==> src/rtl/core/ksp_pkg.sv <==
package ksp_pkg;

  // exp(-x) table size, covers damping in [0, 32)
  localparam int EXP_TABLE_ENTRIES = 256;
  localparam int EXP_IDX_W = $clog2(EXP_TABLE_ENTRIES + 1);

  // table step h = 32 / EXP_TABLE_ENTRIES in Q30
  localparam logic [63:0] EXP_H = (64'd1 << 35) / 64'(EXP_TABLE_ENTRIES);

  // depth of the queue between front and back
  localparam int QUEUE_DEPTH = 2;
  localparam int QUEUE_PTR_W = (QUEUE_DEPTH > 1) ? $clog2(QUEUE_DEPTH) : 1;
  localparam int QUEUE_CNT_W = $clog2(QUEUE_DEPTH + 1);

  // friction constants in Q.16
  localparam logic [19:0] FRIC_BASE = 20'd786432;
  localparam logic [19:0] FRIC_SPAN = 20'd734003;
  localparam logic [8:0]  SLIP_MAX  = 9'd256;
  localparam logic [16:0] ONE_Q16   = 17'd65536;

  // operation codes on the input channel
  localparam logic [2:0] OP_TICK  = 3'd0;
  localparam logic [2:0] OP_FLING = 3'd1;
  localparam logic [2:0] OP_SET   = 3'd2;
  localparam logic [2:0] OP_STOP  = 3'd3;
  localparam logic [2:0] OP_BAR   = 3'd4;

  // register indexes
  localparam logic [2:0] REG_VIEW_W    = 3'd0;
  localparam logic [2:0] REG_VIEW_H    = 3'd1;
  localparam logic [2:0] REG_CONTENT_W = 3'd2;
  localparam logic [2:0] REG_CONTENT_H = 3'd3;
  localparam logic [2:0] REG_START     = 3'd4;
  localparam logic [2:0] REG_END       = 3'd5;
  localparam logic [2:0] REG_OVER      = 3'd6;
  localparam logic [2:0] REG_SLIP      = 3'd7;

  typedef enum logic [2:0] {
    CMD_NOP,
    CMD_TICK,
    CMD_FLING,
    CMD_SET,
    CMD_STOP,
    CMD_BAR
  } cmd_t;

  typedef struct packed {
    cmd_t               cmd;
    logic [15:0]        dt;
    logic signed [31:0] vx;
    logic signed [31:0] vy;
    logic [16:0]        bar;
  } item_t;

  typedef struct packed {
    logic [23:0] view_w;
    logic [23:0] view_h;
    logic [23:0] content_w;
    logic [23:0] content_h;
    logic [23:0] start_inset;
    logic [23:0] end_inset;
    logic [23:0] over;
    logic [8:0]  slip;
  } cfg_t;

  typedef logic [30:0] exp_tab_t [0:EXP_TABLE_ENTRIES];

  // shift-subtract quotient, used only while the table is elaborated
  function automatic logic [63:0] udiv64(logic [63:0] n, logic [63:0] d);
    logic [63:0] q;
    logic [64:0] r;
    q = '0;
    r = '0;
    for (int b = 63; b >= 0; b--) begin
      r = {r[63:0], n[b]};
      if (r >= {1'b0, d}) begin
        r    = r - {1'b0, d};
        q[b] = 1'b1;
      end
    end
    return q;
  endfunction

  // exp(-i*h) in Q30, built from a truncated taylor step and repeated products
  function automatic exp_tab_t build_exp_tab();
    exp_tab_t    t;
    logic [63:0] term;
    logic [63:0] e;
    longint      sum;
    term = 64'd1 << 30;
    sum  = longint'(64'd1 << 30);
    for (int k = 1; k <= 40; k++) begin
      term = udiv64(term * EXP_H, (64'd1 << 30) * 64'(k));
      if ((k & 1) != 0) begin
        sum = sum - longint'(term);
      end else begin
        sum = sum + longint'(term);
      end
    end
    if (sum < 0) begin
      sum = 0;
    end
    t[0] = 31'(64'd1 << 30);
    e    = 64'd1 << 30;
    for (int i = 1; i <= EXP_TABLE_ENTRIES; i++) begin
      e    = (e * 64'(sum) + (64'd1 << 29)) >> 30;
      t[i] = 31'(e);
    end
    return t;
  endfunction

  localparam exp_tab_t EXP_TAB = build_exp_tab();

endpackage

==> src/rtl/core/ksp_front.sv <==
module ksp_front (
  input  logic               clk,
  input  logic               rst_n,
  input  logic               in_push,
  output logic               in_full,
  input  logic [2:0]         in_operation,
  input  logic [15:0]        in_time_step,
  input  logic signed [31:0] in_value_x,
  input  logic signed [31:0] in_value_y,
  input  logic [16:0]        in_bar_position,
  input  logic               take,
  output logic               item_valid,
  output ksp_pkg::item_t     item
);

  ksp_pkg::item_t                    q_r [0:ksp_pkg::QUEUE_DEPTH-1];
  logic [ksp_pkg::QUEUE_PTR_W-1:0]   wr_ptr_r;
  logic [ksp_pkg::QUEUE_PTR_W-1:0]   rd_ptr_r;
  logic [ksp_pkg::QUEUE_CNT_W-1:0]   cnt_r;
  ksp_pkg::item_t                    cls;
  logic                              push_ok;
  logic                              pop_ok;

  // classify the operation, clip the bar fraction
  always_comb begin
    cls.dt  = in_time_step;
    cls.vx  = in_value_x;
    cls.vy  = in_value_y;
    cls.bar = (in_bar_position > ksp_pkg::ONE_Q16) ? ksp_pkg::ONE_Q16 : in_bar_position;
    case (in_operation)
      ksp_pkg::OP_TICK:  cls.cmd = (in_time_step == 16'd0) ? ksp_pkg::CMD_NOP : ksp_pkg::CMD_TICK;
      ksp_pkg::OP_FLING: cls.cmd = ksp_pkg::CMD_FLING;
      ksp_pkg::OP_SET:   cls.cmd = ksp_pkg::CMD_SET;
      ksp_pkg::OP_STOP:  cls.cmd = ksp_pkg::CMD_STOP;
      ksp_pkg::OP_BAR:   cls.cmd = ksp_pkg::CMD_BAR;
      default:           cls.cmd = ksp_pkg::CMD_NOP;
    endcase
  end

  assign in_full    = (cnt_r == ksp_pkg::QUEUE_CNT_W'(ksp_pkg::QUEUE_DEPTH));
  assign item_valid = (cnt_r != '0);
  assign item       = q_r[rd_ptr_r];
  assign push_ok    = in_push && !in_full;
  assign pop_ok     = take && item_valid;

  always_ff @(posedge clk) begin
    if (push_ok) begin
      q_r[wr_ptr_r] <= cls;
    end
  end

  always_ff @(posedge clk) begin
    if (!rst_n) begin
      wr_ptr_r <= '0;
      rd_ptr_r <= '0;
      cnt_r    <= '0;
    end else begin
      if (push_ok) begin
        wr_ptr_r <= (wr_ptr_r == ksp_pkg::QUEUE_PTR_W'(ksp_pkg::QUEUE_DEPTH - 1)) ?
                    '0 : wr_ptr_r + 1'b1;
      end
      if (pop_ok) begin
        rd_ptr_r <= (rd_ptr_r == ksp_pkg::QUEUE_PTR_W'(ksp_pkg::QUEUE_DEPTH - 1)) ?
                    '0 : rd_ptr_r + 1'b1;
      end
      if (push_ok && !pop_ok) begin
        cnt_r <= cnt_r + 1'b1;
      end else if (pop_ok && !push_ok) begin
        cnt_r <= cnt_r - 1'b1;
      end
    end
  end

endmodule

==> config.mk <==
export PLATFORM = sky130hd
export DESIGN_NAME = ksp_front
export DESIGN_NICKNAME = d
export VERILOG_FILES = /design/src/rtl/core/ksp_pkg.sv /design/src/rtl/core/ksp_front.sv
export SDC_FILE = /design/constraint.sdc
export NUM_CORES = 1
export LEC_CHECK = 0
export BUFFER_PORTS_ARGS = -buffer_cell sky130_fd_sc_hd__buf_4
export CORE_UTILIZATION = 37
export CTS_BUF_LIST = sky130_fd_sc_hd__clkbuf_4
export DETAILED_ROUTE_END_ITERATION = 7
export PLACE_DENSITY = 0.73
export REMOVE_ABC_BUFFERS = 1
export SYNTH_ARGS = -nofsm -noshare
export SYNTH_HDL_FRONTEND = slang
export SYNTH_SLANG_ARGS = --single-unit
==> constraint.sdc <==
create_clock -name clk -period 8.75 [get_ports clk]
set_clock_uncertainty 0.05 [all_clocks]
set_input_delay 1.75 -clock clk [delete_from_list [all_inputs] [get_ports clk]]
set_output_delay 1.75 -clock clk [all_outputs]
set_load 0.01 [all_outputs]
# Word-level counts from Yosys, hierarchy flattened
# Memories as Yosys holds them, arrays and structs flattened. A register that Yosys moved wholly into a read port is not among the register bits.
# Cells that the tools add are included.
[classes] n_mux=11 n_eq_ne=5 reduce_logical=11 order_cmp=1 addsub=4
[ops] cell="$gt 17x17->1 const B" n=1
[ops] cell="$mux 17" n=1
[ops] cell="$logic_not 16->1" n=1
[ops] cell="$pmux 3 s5" n=1
[ops] cell="$mux 1" n=7
[ops] cell="$eq 3x2->1 const B" n=2
[ops] cell="$logic_and 1x1->1" n=4
[ops] cell="$mux 2" n=2
[ops] cell="$reduce_bool 2->1" n=2
[ops] cell="$eq 3x1->1 const B" n=1
[ops] cell="$eq 3x3->1 const B" n=1
[ops] cell="$logic_not 1->1" n=3
[ops] cell="$logic_not 3->1" n=1
[ops] cell="$add 1x1->1 const B" n=2
[ops] cell="$add 2x1->2 const B" n=1
[ops] cell="$eq 2x2->1 const B" n=1
[ops] cell="$sub 2x1->2 const B" n=1
[word_totals] mem_count=1 input_bits=104 elab_cells=36 ff_bits=4 output_inout_bits=102 mem_bits_rw=200
[mem_list] memory="q_r" words=2 word_bits=100 read_ports=1 rd_ports_with_merged_regs=1 write_ports=1 line="ksp_front.sv:16" source="ksp_pkg::item_t q_r [0:ksp_pkg::QUEUE_DEPTH-1];"

# Logic depth before layout (Yosys ltp)
# Gate-level depths: netlist (run 1).
[depth] word_depth=7 mapped_depth=7 mapped_depth_nobuf=7

# Least setup slack after synthesis (run 1)
# OpenSTA, ideal clock, no wires.
[synth_path] kind="input-to-reg" from="input port in_push" to="memory q_r[0][0] (netlist bit), enable pin" t_arrival_ns=8.575 t_required_ns=8.016 path_buffers=0 setup_slack_ns=-0.558 stages=2 setup_ns=0.684 path_cell_list="inv_1 nor3_1"
[synth_via] elab_chain_cells=3
[synth_lines] item="start: declaration" line="ksp_front.sv:4" source="input logic in_push,"
[synth_lines] item="$logic_and 1x1->1" line="ksp_front.sv:43" source="assign push_ok = in_push && !in_full;"
[synth_lines] item="$mux 1" line="ksp_front.sv:47" source="if (push_ok) begin"
[synth_lines] item="$mux 1 (implied by the code)" line="ksp_front.sv:48" source="q_r[wr_ptr_r] <= cls;"
[synth_lines] item="end: declaration" line="ksp_front.sv:16"
# Every way passes these cells.

==> results of run 1 <==
## through the flow
step | utilization | cell area, µm² | hold WS (ns) | std cells | setup TNS [ns]
2_1_floorplan | - | 7630 | 0.422 | 361 | -56.38
3_3_place_gp | 0.471 | 9550 | 0.439 | 840 | 0
3_5_place_dp | 0.471 | 9550 | 0.463 | 840 | 0
4_1_cts | 0.502 | 10200 | 0.472 | 932 | 0
5_1_grt | 0.502 | 10200 | 0.530 | 932 | 0
6_report | 0.502 | 10200 | 0.473 | 932 | 0
## synthesized netlist by cell type, drive strengths merged
library cell,count
or2,1
nor2,6
or3,1
a221oi,1
dfxtp,5
xnor2,1
ha,1
xor2,3
nor4,7
nand2,2
clkbuf,1
or4,1
o21ai,3
o21a,1
a21oi,1
buf,11
and3,2
nor2b,16
nand2b,1
nor3,2
a21boi,1
edfxtp,200
a41oi,1
inv,4
mux2,100
## cell families after synthesis
kind of cell	Yosys count
compound gates	8
xor+xnor	4
fa+ha+maj	1
buf+inv	16
flops	205
mux	100
simple gates	39
## power groups by stage
stage                     Combinational (mW)  Clock [mW]  Sequential, mW
after floorplan                        0.379           0            1.35
after global placement                 0.723           0            1.31
after detailed placement               0.738           0            1.32
after CTS                              0.742       0.784            1.30
after global routing                   0.777       0.830            1.32
final                                  0.730       0.751            1.30
## metal layers
metal  routed length (µm)  GRT usage  up-vias  share of wire
met5                    0          0        -              0
met4                  276     0.0594        0          0.018
li1                     -          -     2008              -
met3                 1080     0.0484       23          0.071
met2                 7790      0.250      158           0.52
met1                 5970      0.152     2040           0.39
## final cells by class
cell class              count  area, µm²  share of cell area
flip-flops and latches    205       6110               0.600
inverters                   4       15.0             0.00147
multi-input cells         152       1520               0.150
clock buffers              75        563              0.0553
clock inverters            17       67.6             0.00663
well taps                 270        338              0.0332
repair buffers            209       1570               0.154
## path summary, 6_finish.rpt
path              from         end  slack (ns)  cells past startpoint
min reg2reg   rd_ptr_r    rd_ptr_r        0.47                      2
max reg2reg   cnt_r[0]  q_r[0][55]        6.19                      5
max          flip-flop    item[82]        4.31                      3
min           rd_ptr_r    rd_ptr_r        0.47                      2
## flip-flops by register name (all words and copies together) (netlist names), named ones only
name / flops
cnt_r: 2
q_r: 200
rd_ptr_r: 1
wr_ptr_r: 1
## worst reg2reg max path, delay by kind of cell (launching register included)
kind          cells  cell delay, ns
buf+inv           3            1.38
flops             1            0.41
simple gates      2            0.28
==> summary.md, run 1 <==
| Metric | Value |
|---|---|
| Status | `finished clean` |
| WL per Instance | `around 16 µm` |
| Cell Area, Synth | `slightly below 8000 µm²` |
| Pre-CTS setup slack | `4.87 ns` |
| Commonest cells after routing, fill and taps aside | `buf_4 (209), edfxtp_1 (200), mux2_2 (100)` |
| DP HPWL | `between 9000 and 10000 µm` |
| Fmax achieved | `roughly 230 MHz` |
| Vias in the first global route | `approximately 4700` |
| Buf/Inv on CP | `2` |
| WP data required | `6.95 ns` |
| Simple-gate share of the synthesized area | `0.0348` |
| CTS H-tree depth | `2` |
| Sequential area share after synthesis | `0.794` |
| Port Buffers | `205` |
| CP Cell Sequence | `buf_4 -> mux2_2 -> buf_4` |
| Yosys reg bits | `205` |
| # rows | `52` |
| TritonCTS Buffers | `between 50 and 60` |
| Int Power | `2.02 mW` |
| Syn Inst Count | `~370` |
| Clk buf depth | `3` |
| Most frequent CP cell | `buf_4` |
| Via/cell ratio | `4.54` |
| Fillcell total | `1690` |
| Crit end category | `primary output` |
| Slowest-stage cell, CP | `dfxtp_4` |
| Clk_lat worst skew | `around 0.61 ns` |
| Leak | `3.82 nW` |
| Die Wd | `146 µm` |
| Total Wirelength | `15100 µm` |
| P_sw | `between 0.7 and 0.8 mW` |
| Routed Antenna Nets | `0` |
| Post-route setup slack | `approximately 4.3 ns` |
| Setup bufs post-CTS | `0` |
| Post-route DRC | `0` |
| Total Nets Final | `729` |
| N_diodes | `0` |
| CTS tree | `built` |
| Critical path class | `reg2out` |
| Pwr Total | `2.78 mW` |
| Final hold viol count | `0` |
| TritonRoute pass-1 iters | `6` |
| Top delay family on crit path | `buffers and inverters` |
| Flop pwr share | `0.467` |
| Maximum VDD drop | `0.140 mV` |
| Die Span Y | `146 µm` |
| Cell area power density | `~270 nW/µm²` |
| Multiplexer share of the synthesized area | `0.146` |
| Die ar. | `21400 µm²` |
| Via count | `between 4000 and 5000` |
| Slew Limit Headroom | `0.518` |
| Finish-stage setup viols | `0` |
| Startpoint types | `flip-flop` |
| Commonest non-fill, non-tap cell in the layout | `buf_4` |
| Clk root buf | `clkbuf_4` |
| Worst Path Max Fanout | `53` |
| Post-Synth Adder-Cell Area | `0.00163` |
| Synth unique cells | `28` |
| Avg Inst Size Synth | `20.6 µm²` |
| GPL Wtd Cong | `around 0.77` |
| Share of layout cells above drive strength 1 | `0.603` |
| Core Region | `between 20000 and 25000 µm²` |
| First-pass GRT wire length | `23600 µm` |
| Period minus WS final | `4.44 ns` |
| Boundary Pins | `~210` |
| Max-slew violation count | `0` |
| Layout area overhead | `32.4%` |
| Switching share of power | `0.273` |
| Starting Density | `0.379` |
| Clk pin slew, worst setup/hold paths | `0.06 ns` |
| Slowest stage delay, CP | `0.75 ns` |
| Hold/Removal Path Class | `reg2reg` |
| Top post-synthesis cells by area | `edfxtp_1 (78%), mux2_2 (15%), dfxtp_1 (1.3%)` |
| Sink Count | `just over 200` |
| Global route total overflow | `0` |
| Slew @ Worst Pin | `0.723 ns` |
| Initial antenna violation count | `0` |
| Synth Area in Compound Gates | `0.00927` |
| Data arrival time of the critical path | `2.64 ns` |
| Largest net degree at the start of global routing | `54` |
| GRT Total Usage | `0.141` |
| Main combinational cell family by area after synthesis | `multiplexers` |
| Xor/xnor cell area share of the yosys netlist | `0.00455` |
| Initial DRC Count | `156` |
| Final worst-path cycle share | `0.508` |
| Synth area leader | `edfxtp_1` |
| Share of the synthesized area in the top cell type | `0.781` |
| RSZ-0062 raised after global routing | `no` |
| CTS Hold Bufs | `0` |
| Clock Power Share | `0.270` |
| Cts repair resizes | `0` |
| Logic pwr share | `0.262` |
| Synth warn | `0` |
| # Max-Cap Violations | `0` |
Note: power is estimated with default switching activity, not from simulation.
==> inputs of run 2 (changes only) <==
==> constraint.sdc (replaced) <==
create_clock -name clk -period 4 [get_ports clk]
set_clock_uncertainty 0.05 [all_clocks]
set_input_delay 0.8 -clock clk [delete_from_list [all_inputs] [get_ports clk]]
set_output_delay 0.8 -clock clk [all_outputs]
set_load 0.01 [all_outputs]
==> run 2 against run 1 <==
  * Clock power is 110% higher
  * Register-to-register slack worse by 4.3 ns
  * Utilization hardly changed
  * Via count is 0.28% higher
  * Sequential cell count stayed put
  * Cell count is 0.86% lower
  * Non-clock buffer count stayed put
  * Largest cell class unchanged
==> summary.md, run 2 (synthesis results as in run 1) <==
| Metric | Value |
|---|---|
| Final worst-path cycle share | `0.795` |
| Via/cell ratio | `4.59 (was 4.54)` |
| Worst Path Max Fanout | `53 (unchanged)` |
| Initial DRC Count | `145 (was 156)` |
| Clk_lat worst skew | `0.59 ns (was 0.61 ns)` |
| Routed Antenna Nets | `0 (unchanged)` |
| Core Region | `20300 µm² (unchanged)` |
| DP HPWL | `9800 µm (was 9920 µm)` |
| Startpoint types | `flip-flop (unchanged)` |
| Cts repair resizes | `0 (unchanged)` |
| Setup TNS | `0 ns (unchanged)` |
| Leak | `3.80 nW (was 3.82 nW)` |
| Layout area overhead | `32.3% (was 32.4%)` |
| First-pass GRT wire length | `23100 µm (was 23600 µm)` |
| Switching share of power | `0.268 (was 0.273)` |
| # Max-Cap Violations | `0 (unchanged)` |
| Via count | `4241 (was 4229)` |
| Cell area power density | `593 nW/µm² (was 273 nW/µm²)` |
| Slew Limit Headroom | `0.509 (was 0.518)` |
| Max-slew violation count | `0 (unchanged)` |
| GPL Wtd Cong | `0.778 (was 0.774)` |
| Int Power | `4.41 mW (was 2.02 mW)` |
| CTS H-tree depth | `2 (unchanged)` |
| Fillcell total | `1723 (was 1690)` |
| Clk pin slew, worst setup/hold paths | `0.07 ns (was 0.06 ns)` |
| RSZ-0062 raised after global routing | `no (unchanged)` |
| Clock Power Share | `0.263 (was 0.270)` |
| Setup bufs post-CTS | `0 (unchanged)` |
| WL per Instance | `16.1 µm (was 16.2 µm)` |
| GRT Total Usage | `0.138 (was 0.141)` |
| Global route total overflow | `0 (unchanged)` |
| Finish-stage setup viols | `0 (unchanged)` |
| Status | `finished clean (unchanged)` |
| Post-route DRC | `0 (unchanged)` |
| Maximum VDD drop | `0.284 mV (was 0.140 mV)` |
| Die Span Y | `146 µm (unchanged)` |
| Pwr Total | `6.03 mW (was 2.78 mW)` |
| Cell Area, Placed | `9580 µm² (was 9550 µm²)` |
| Final hold viol count | `0 (unchanged)` |
| Clk buf depth | `3 (unchanged)` |
| R2R setup slack | `1.94 ns (was 6.19 ns)` |
| Period minus WS final | `3.18 ns` |
| P_sw | `1.62 mW (was 0.758 mW)` |
| Die Wd | `146 µm (unchanged)` |
| CTS Hold Bufs | `0 (unchanged)` |
| Max FFs per register | `200 (unchanged)` |
| Commonest non-fill, non-tap cell in the layout | `buf_4 (unchanged)` |
| Fmax achieved | `approximately 310 MHz` |
| Total Nets Final | `727 (was 729)` |
| TritonCTS Buffers | `50 (was 52)` |
| Crit end category | `primary output (unchanged)` |
| N_diodes | `0 (unchanged)` |
| Port Buffers | `205 (unchanged)` |
| Hold/Removal Path Class | `in2reg (was reg2reg)` |
| Slew @ Worst Pin | `0.737 ns (was 0.723 ns)` |
| Clk root buf | `clkbuf_4 (unchanged)` |
| Sink Count | `205 (unchanged)` |
| WP data required | `3.15 ns (was 6.95 ns)` |
| Top reg by flops | `q_r (unchanged)` |
| Data arrival time of the critical path | `2.33 ns (was 2.64 ns)` |
| Vias in the first global route | `4590 (was 4749)` |
| Starting Density | `0.379 (unchanged)` |
| Flop pwr share | `0.472 (was 0.467)` |
| Largest net degree at the start of global routing | `54 (unchanged)` |
| Multi-input logic area | `1520 µm² (unchanged)` |
| Initial antenna violation count | `0 (unchanged)` |
| Die ar. | `21400 µm² (unchanged)` |
| Total Wirelength | `14900 µm (was 15100 µm)` |
| Finished Cell Area | `10200 µm² (about the same)` |
| TritonRoute pass-1 iters | `4 (was 6)` |
| Logic pwr share | `0.266 (was 0.262)` |
| Fin Hold WS | `0.305 ns (was 0.473 ns)` |
| Area occupied by registers | `6110 µm² (unchanged)` |
| Critical path class | `reg2out (unchanged)` |
| Commonest cells after routing, fill and taps aside | `buf_4 (207), edfxtp_1 (200), mux2_2 (100) (was buf_4 (209), edfxtp_1 (200), mux2_2 (100))` |
| Share of layout cells above drive strength 1 | `0.604 (was 0.603)` |
| # rows | `52 (unchanged)` |
| Top flop regs | `q_r x200, cnt_r x2 (unchanged)` |
| CTS tree | `built (unchanged)` |
| Boundary Pins | `206 (unchanged)` |
[run 2: cell count changes in the layout (fill, tap and decap cells not counted)]
| cell | previous run | this run |
|---|---|---|
| inv_2 | 2 | 0 |
| buf_4 | 209 | 207 |
| clkinv_2 | 3 | 2 |
| buf_12 | 0 | 2 |
| clkbuf_4 | 75 | 74 |
| clkinv_1 | 12 | 8 |
[run 2: final cells by class]
| cell class | instances | area share |
|---|---|---|
| Multi-Input combinational cell | 152 | 0.150 |
| Sequential cell | 205 | 0.600 |
| Timing Repair Buffer | 209 | 0.157 |
| Clock inverter | 10 | 0.00394 |
| Inverter | 4 | 0.00148 |
| Tap cell | 270 | 0.0332 |
| Clock buffer | 74 | 0.0546 |
[run 2: per-layer routing]
metal / global-route usage / up-vias / share of wire
met5: 0 / - / 0
met4: 0.0583 / 0 / 0.023
met3: 0.0500 / 32 / 0.066
met2: 0.241 / 144 / 0.51
met1: 0.151 / 2063 / 0.40
li1: - / 2002 / -
[run 2: final timing paths]
| path | startpoint | end | cells past startpoint |
|---|---|---|---|
| max | flip-flop | item[94] | 3 |
| min | in_value_y[30] | q_r[1][47] | 1 |
| min reg2reg | rd_ptr_r | flip-flop | 2 |
| max reg2reg | cnt_r[0] | q_r[1][80] | 3 |
[run 2: per-stage QoR]
stage | instances | util | worst slack [ns]
2_1_floorplan | 361 | - | -4.36
3_3_place_gp | 840 | 0.472 | 1.45
3_5_place_dp | 840 | 0.472 | 1.42
4_1_cts | 924 | 0.501 | 0.755
5_1_grt | 924 | 0.501 | 0.651
6_report | 924 | 0.501 | 0.821
[run 2: power groups by stage]
stage	sequential (mW)	clock [mW]	combinational [mW]
3_3_place_gp	2.87	0	1.60
4_1_cts	2.85	1.66	1.64
2_1_floorplan	2.95	0	0.829
5_1_grt	2.88	1.76	1.71
3_5_place_dp	2.89	0	1.63
6_report	2.84	1.58	1.60
[run 2: critical path, stage by stage (launching register included)]
cell,delay [ns]
dfxtp_4,0.76
buf_12,0.35
mux2_2,0.39
buf_4,0.15
